## src/hdl/two_class_priority_fifo_top_defines.svh

```systemverilog
// Assertion macros shared by the two-class priority FIFO RTL.
// Needs nothing else; take it in with an include by bare file name.
`ifndef TWO_CLASS_PRIORITY_FIFO_TOP_DEFINES_SVH
`define TWO_CLASS_PRIORITY_FIFO_TOP_DEFINES_SVH

// Same-cycle implication under the active-low reset.
`define TCPF_ASSERT_NOW(lbl, clk, rst_n, ante, cons, msg) \
    lbl: assert property (@(posedge clk) disable iff (!rst_n) (ante) |-> (cons)) \
        else $error(msg);

// Next-cycle implication under the active-low reset.
`define TCPF_ASSERT_NEXT(lbl, clk, rst_n, ante, cons, msg) \
    lbl: assert property (@(posedge clk) disable iff (!rst_n) (ante) |=> (cons)) \
        else $error(msg);

`endif

```

## src/hdl/tcpf_pkg.sv

```systemverilog
// Types and constants of the two-class priority FIFO.
// Used by the controller, the datapath and the top level; depends on nothing.
package tcpf_pkg;

    localparam int KEY_W     = 8;
    localparam int PAYLOAD_W = 32;
    localparam int STATUS_W  = 3;

    localparam logic [KEY_W-1:0] THRESHOLD_RESET = 8'd60;

    // operation selector on the slave side
    localparam logic OP_INSERT = 1'b0;
    localparam logic OP_SERVE  = 1'b1;

    // result status codes
    localparam logic [STATUS_W-1:0] ST_INSERTED    = 3'd0;
    localparam logic [STATUS_W-1:0] ST_DROPPED     = 3'd1;
    localparam logic [STATUS_W-1:0] ST_SERVED_PRIO = 3'd2;
    localparam logic [STATUS_W-1:0] ST_SERVED_NORM = 3'd3;
    localparam logic [STATUS_W-1:0] ST_EMPTY       = 3'd4;

    // controller -> datapath
    typedef struct packed {
        logic                push_prio;
        logic                push_norm;
        logic                pop_prio;
        logic                pop_norm;
        logic                res_load;
        logic                res_from_ram;
        logic [STATUS_W-1:0] res_status;
    } t_cmd;

    // datapath -> controller
    typedef struct packed {
        logic cls_prio;
        logic prio_full;
        logic norm_full;
        logic prio_any;
        logic norm_any;
        logic skid_full;
    } t_sts;

endpackage

```

## src/hdl/tcpf_ctrl.sv

```systemverilog
// Controller of the two-class priority FIFO: input handshake and sequencing.
// Depends on tcpf_pkg; drives the datapath through t_cmd, reads t_sts.
module tcpf_ctrl
    import tcpf_pkg::*;
(
    input  logic i_clk,
    input  logic i_rst_n,
    input  logic i_valid,
    input  logic i_op,
    output logic o_ready,
    input  t_sts i_sts,
    output t_cmd o_cmd
);

    localparam logic S_IDLE = 1'b0;
    localparam logic S_READ = 1'b1;

    logic                r_state, n_state;
    logic [STATUS_W-1:0] r_rd_status, n_rd_status;
    logic                w_accept;

    assign o_ready  = i_rst_n && (r_state == S_IDLE) && !i_sts.skid_full;
    assign w_accept = i_valid && o_ready;

    always_comb begin
        n_state     = r_state;
        n_rd_status = r_rd_status;
        o_cmd       = '0;
        unique case (r_state)
            S_IDLE: begin
                if (w_accept) begin
                    if (i_op == OP_INSERT) begin
                        o_cmd.res_load = 1'b1;
                        if (i_sts.cls_prio) begin
                            o_cmd.push_prio  = !i_sts.prio_full;
                            o_cmd.res_status = i_sts.prio_full ? ST_DROPPED : ST_INSERTED;
                        end else begin
                            o_cmd.push_norm  = !i_sts.norm_full;
                            o_cmd.res_status = i_sts.norm_full ? ST_DROPPED : ST_INSERTED;
                        end
                    end else if (i_sts.prio_any) begin
                        o_cmd.pop_prio = 1'b1;
                        n_rd_status    = ST_SERVED_PRIO;
                        n_state        = S_READ;
                    end else if (i_sts.norm_any) begin
                        o_cmd.pop_norm = 1'b1;
                        n_rd_status    = ST_SERVED_NORM;
                        n_state        = S_READ;
                    end else begin
                        o_cmd.res_load   = 1'b1;
                        o_cmd.res_status = ST_EMPTY;
                    end
                end
            end
            S_READ: begin
                // read data is in the RAM output register now
                o_cmd.res_load     = 1'b1;
                o_cmd.res_from_ram = 1'b1;
                o_cmd.res_status   = r_rd_status;
                n_state            = S_IDLE;
            end
            default: begin
                n_state = S_IDLE;
            end
        endcase
    end

    always_ff @(posedge i_clk) begin
        if (!i_rst_n) begin
            r_state <= S_IDLE;
        end else begin
            r_state <= n_state;
        end
        r_rd_status <= n_rd_status;
    end

endmodule

```

## config.mk

```make
export PLATFORM = sky130hd
export DESIGN_NAME = tcpf_ctrl
export DESIGN_NICKNAME = d
export VERILOG_FILES = /design/src/hdl/two_class_priority_fifo_top_defines.svh /design/src/hdl/tcpf_pkg.sv /design/src/hdl/tcpf_ctrl.sv
export SDC_FILE = /design/constraint.sdc
export NUM_CORES = 1
export LEC_CHECK = 0
export ABC_AREA = 1
export BUFFER_PORTS_ARGS = -buffer_cell sky130_fd_sc_hd__buf_2
export CAP_MARGIN = 40
export CORE_AREA = 2 2 39 41
export CTS_CLUSTER_SIZE = 24
export DETAILED_ROUTE_END_ITERATION = 10
export DIE_AREA = 0 0 41 43
export PLACE_DENSITY = 0.4
export SLEW_MARGIN = 20
export SYNTH_ARGS = -nofsm -noshare
export SYNTH_HDL_FRONTEND = slang
export SYNTH_SLANG_ARGS = --single-unit
```

## constraint.sdc

```tcl
create_clock -name i_clk -period 1.16 [get_ports i_clk]
set_input_delay 0.058 -clock i_clk [delete_from_list [all_inputs] [get_ports i_clk]]
set_output_delay 0.058 -clock i_clk [all_outputs]
set_load 0.05 [all_outputs]
```

# Yosys cells after proc, flatten, opt, wreduce, memory -nomap -nowiden
# Cells that the tools add are included.
# word_totals
out_inout_bits	10
in_bits	10
word_cells	37
ff_bits	2
# op_classes
reduce_logical	8
muxes	26
n_bitwise	1
# op_table
cell	n
two-way mux 1 bit	14
two-way mux 3 bit	4
two-way mux 2 bit	3
one-hot mux 3 bit (2 select lines)	1
two-way mux 5 bit	1
two-way mux 4 bit	1
one-hot mux 1 bit (2 select lines)	2
AND reduction 4 bit	1
logical AND 1 bit	3
logical NOT 1 bit	3
nonzero test 2 bit	1
NOT 1 bit	1

# Depth between registers and ports, before layout
# depth
word_depth	6
ltp_mapped	6
depth_no_buf	6

# Worst setup path before layout
# Ideal clock, no wire load.
# synth_timing
kind	register to output
from	register r_state
to	output o_cmd[2] in the netlist's numbering
slack_ps	-178
t_arrival_ps	1280
required_time_ps	1102
path_stages_with_launch	6
path_buffers	0
path_cell_list	dfxtp_1 > inv_2 > nand3_4 > nor2_4 > inv_2 > nor2_1
# synth_lines
element	line_no	rtl
start: declaration	tcpf_ctrl.sv:18	logic r_state, n_state;
start signal: assignment	tcpf_ctrl.sv:72	r_state <= n_state;
end: declaration	tcpf_ctrl.sv:12	output t_cmd o_cmd

==> impl_summary.md <==
Setup path
The maximum fanout count along the critical path is 6. For the worst setup path, the data required time is about 1.1 ns. The worst setup path is captured at an output pin. The worst setup path is launched from a flop. The startpoint-to-endpoint class of the critical path is flop to output pin.

The data arrival time of the critical path is 1.15 ns.

Cells and area
The fraction of layout cells with a size suffix above 1 is roughly three fifths. From synthesis to final layout, the design area changed by 111%. Fill cells in the final layout number 161. Summing all non-filler instances in the final layout gives an area of ~460 µm². The number of nets in the finished design is 73. The number of antenna diodes in the final layout is 0.

Synth
Of the post-synthesis cell area, the dominant cell type holds between 15 and 20%. In the post-synthesis netlist, the cell with the most instances is sky130_fd_sc_hd__nand2_1. In the synthesized netlist the dominant register cell turns out to be sky130_fd_sc_hd__edfxtp_1.

The number of synthesized flops with an enable pin is 1. After Yosys synthesis, XOR and XNOR cells account for 0% of the synthesized area. The simple-gate share of the synthesized area is a little over half.

Counting every instance in the synthesized netlist gives 37. The main combinational cell family by area after synthesis is simple AND/OR/NAND/NOR gates. Counting distinct cell types in the post-synthesis netlist gives 12.

The synthesized netlist devotes roughly 2.3% of its cell area to compound gates. The combined area of all synthesized cells is around 220 µm². The warning count from the yosys run is 0.

For this run, asynchronously set or reset flops after synthesis account for 0%. Synthesis inferred 2 register bits. After synthesis, the cell types taking the most area are sky130_fd_sc_hd__nand2_1 17%, sky130_fd_sc_hd__edfxtp_1 14%, sky130_fd_sc_hd__nor2_1 14%, sky130_fd_sc_hd__inv_1 10%, sky130_fd_sc_hd__dfxtp_1 9.1%. By count the netlist is led by 10 x sky130_fd_sc_hd__nand2_1, 8 x sky130_fd_sc_hd__nor2_1, 6 x sky130_fd_sc_hd__inv_1. The cell type contributing the most total cell area after synthesis is sky130_fd_sc_hd__nand2_1. The share of the yosys chip area belonging to registers is approximately 23%. The fraction of synthesized area in multiplexers is 0%. The average cell area after synthesis is ~5.9 µm². The net count after synthesis is 47. The area share of fa/ha/maj cells after synthesis is 0%.

Timing
Setup repair after global routing could not meet its margin everywhere. The fmax is 828 MHz. The final-report setup violation count is 8. Dividing the final minimum period by the clock period gives 104%.

For the final database, setup skew stands at between 0.007 and 0.008 ns. The summed negative setup slack over all endpoints is -0.266 ns. For the pin with the worst max-slew slack, the measured transition is 0.258 ns.

The count of pins over their slew limit was 0. The count of endpoints failing hold in the final timing report is 0. The final worst slack is -0.0476 ns. The worst slack on hold paths is roughly 0.12 ns. The relative max-transition margin is about 83%. The final critical delay including setup and external delays is around 1.2 ns.

Routing
Dividing the detail-routed via count by the number of cells gives between 3 and 4. The number of vias after detailed routing is 286. The number of remaining DRC errors is 0. The residual antenna-violating net count after detailed routing is 0.

The total routed wirelength is ~570 µm. Before antenna repair, the detailed router went through 2 iterations. The average routed wire per standard cell is 7.29 µm. The count of routing violations after the opening detailed-route iteration is 1.

Power
The static leakage is between 0.0002 and 0.00025 µW. The overall power of the completed layout is around 370 µW. For this design the ratio of total power to cell area is approximately 800 nW/µm².

IR analysis of the VDD net gives a maximum drop of between 0.3 and 0.4 mV.

Clocking
The TritonCTS clock tree is built. The clock transition at the register clock pins on the worst setup and hold paths after CTS is about 0.04 ns. The clock reaches the later pin of the worst-skew pair after around 0.23 ns. Clock tree synthesis inserted a total of 3 buffers. For this design, the CTS-stage hold fixing added 0 buffers.

The number of clock sinks is 2. The root buffer cell chosen for the clock tree is sky130_fd_sc_hd__clkbuf_4. The maximum clock insertion buffer count is 2.

The level count of the clock H-tree is 1.

GRT
The global-route wire length before repair is between 900 and 1000 µm. The number of global-route vias before repair is 270. The pin count of the biggest net entering global routing is 7. Summed over all layers, the global routing overflow is 0. The initial antenna violation count was 0. Global routing consumed, over all layers together, roughly 8.1% of the routing resources.

Floorplanning
The number of placement rows is 14. The die outline area is between 1500 and 2000 µm². In this run the vertical extent of the chip is between 40 and 50 µm. The standard cell core area is about 1400 µm². The effective utilization at floorplan is roughly 16%. In this run the count of I/O pins placed on the die edge is 20. The die is roughly 41 µm wide.

Placement
The post-place setup slack is between 0.06 and 0.07 ns. The routability-driven placement congestion ratio is 0.581. After legalization and detailed placement, the total HPWL measured about 430 µm.

After detailed placement, the total cell area comes to 319 µm². Port buffering added 19 buffers.

Run
Max-cap violations in this run came to 0.

Status
The run finished, with violations left. The checks that failed: setup timing.

Min path
The path class of the tightest hold or removal check is input port to flop.
==> per-layer routing <==
| layer | up-vias | part of all wire, % | routed length [µm] | GRT usage, % |
|---|---|---|---|---|
| met2 | 11 | 51 | 289 | 10.3 |
| met5 | - | 0 | 0 | 0 |
| met3 | 0 | 9.8 | 56 | 3.66 |
| met1 | 115 | 39 | 223 | 8.36 |
| met4 | 0 | 0 | 0 | 10.0 |
| li1 | 160 | - | - | - |
==> worst paths after layout <==
path	slack (ns)	end	cells past startpoint	start
worst max-delay path	-0.05	o_cmd[8]	6	r_state
worst min-delay path	0.12	r_rd_status[0]	2	i_sts[2]
worst max register to register	-0.01	r_rd_status[0]	6	r_state
worst min register to register	0.78	r_state	6	r_state
==> placed cells by master (no fill, tap or decap), types with 2 or more instances in the layout <==
master                     netlist  final
sky130_fd_sc_hd__clkbuf_4        0      3
sky130_fd_sc_hd__buf_6           0      7
sky130_fd_sc_hd__nor2_4          1      6
sky130_fd_sc_hd__buf_4           2      5
sky130_fd_sc_hd__nor2_1          8      4
sky130_fd_sc_hd__nand3_1         2      2
sky130_fd_sc_hd__inv_1           6      6
sky130_fd_sc_hd__buf_2           0     11
sky130_fd_sc_hd__nand2_1        10     10
==> worst max-delay path, stage by stage (launching register included) <==
cell	delay (ns)
sky130_fd_sc_hd__dfxtp_2	0.31
sky130_fd_sc_hd__inv_2	0.07
sky130_fd_sc_hd__nand3_4	0.07
sky130_fd_sc_hd__nor2_4	0.15
sky130_fd_sc_hd__inv_6	0.08
sky130_fd_sc_hd__nor2_4	0.09
sky130_fd_sc_hd__buf_6	0.16
==> registers in the layout, indices dropped and copies added (netlist names) <==
name / count
r_rd_status: 1
r_state: 1
==> stage by stage <==
stage	util (%)	instances
floorplan	-	37
global placement	23.1	70
detailed placement	23.1	70
CTS	32.7	77
global route	33.5	78
finish	33.5	78
==> final cells by class <==
cell class                 instances  area, µm²  share of cell area (%)
timing repair buffer              23        171                    37.0
clock buffer                       4       26.3                    5.68
tap                               16       20.0                    4.32
multi-input combinational         25        159                    34.3
sequential                         2       51.3                    11.1
inverter                           8       35.0                    7.57
==> cells by family after synthesis <==
kind of cell / Yosys count
and+or+nand+nor: 24
buffers and inverters: 10
AOI/OAI and AO/OA: 1
DFF: 2
==> what timing repair did <==
action | 4_1_cts | 5_1_grt
pin swaps | 1 | 2
resized for setup | 26 | 2
endpoints found under the setup margin | 7 | 8
setup buffers | 3 | 1
==> power breakdown <==
group          internal [µW]  total [µW]  switching (µW)
Sequential              76.3        77.0           0.641
Combinational           42.5         116            74.0
Clock                    128         176            47.6
Total                    247         369             122
Power figures use the tool's default switching activity.
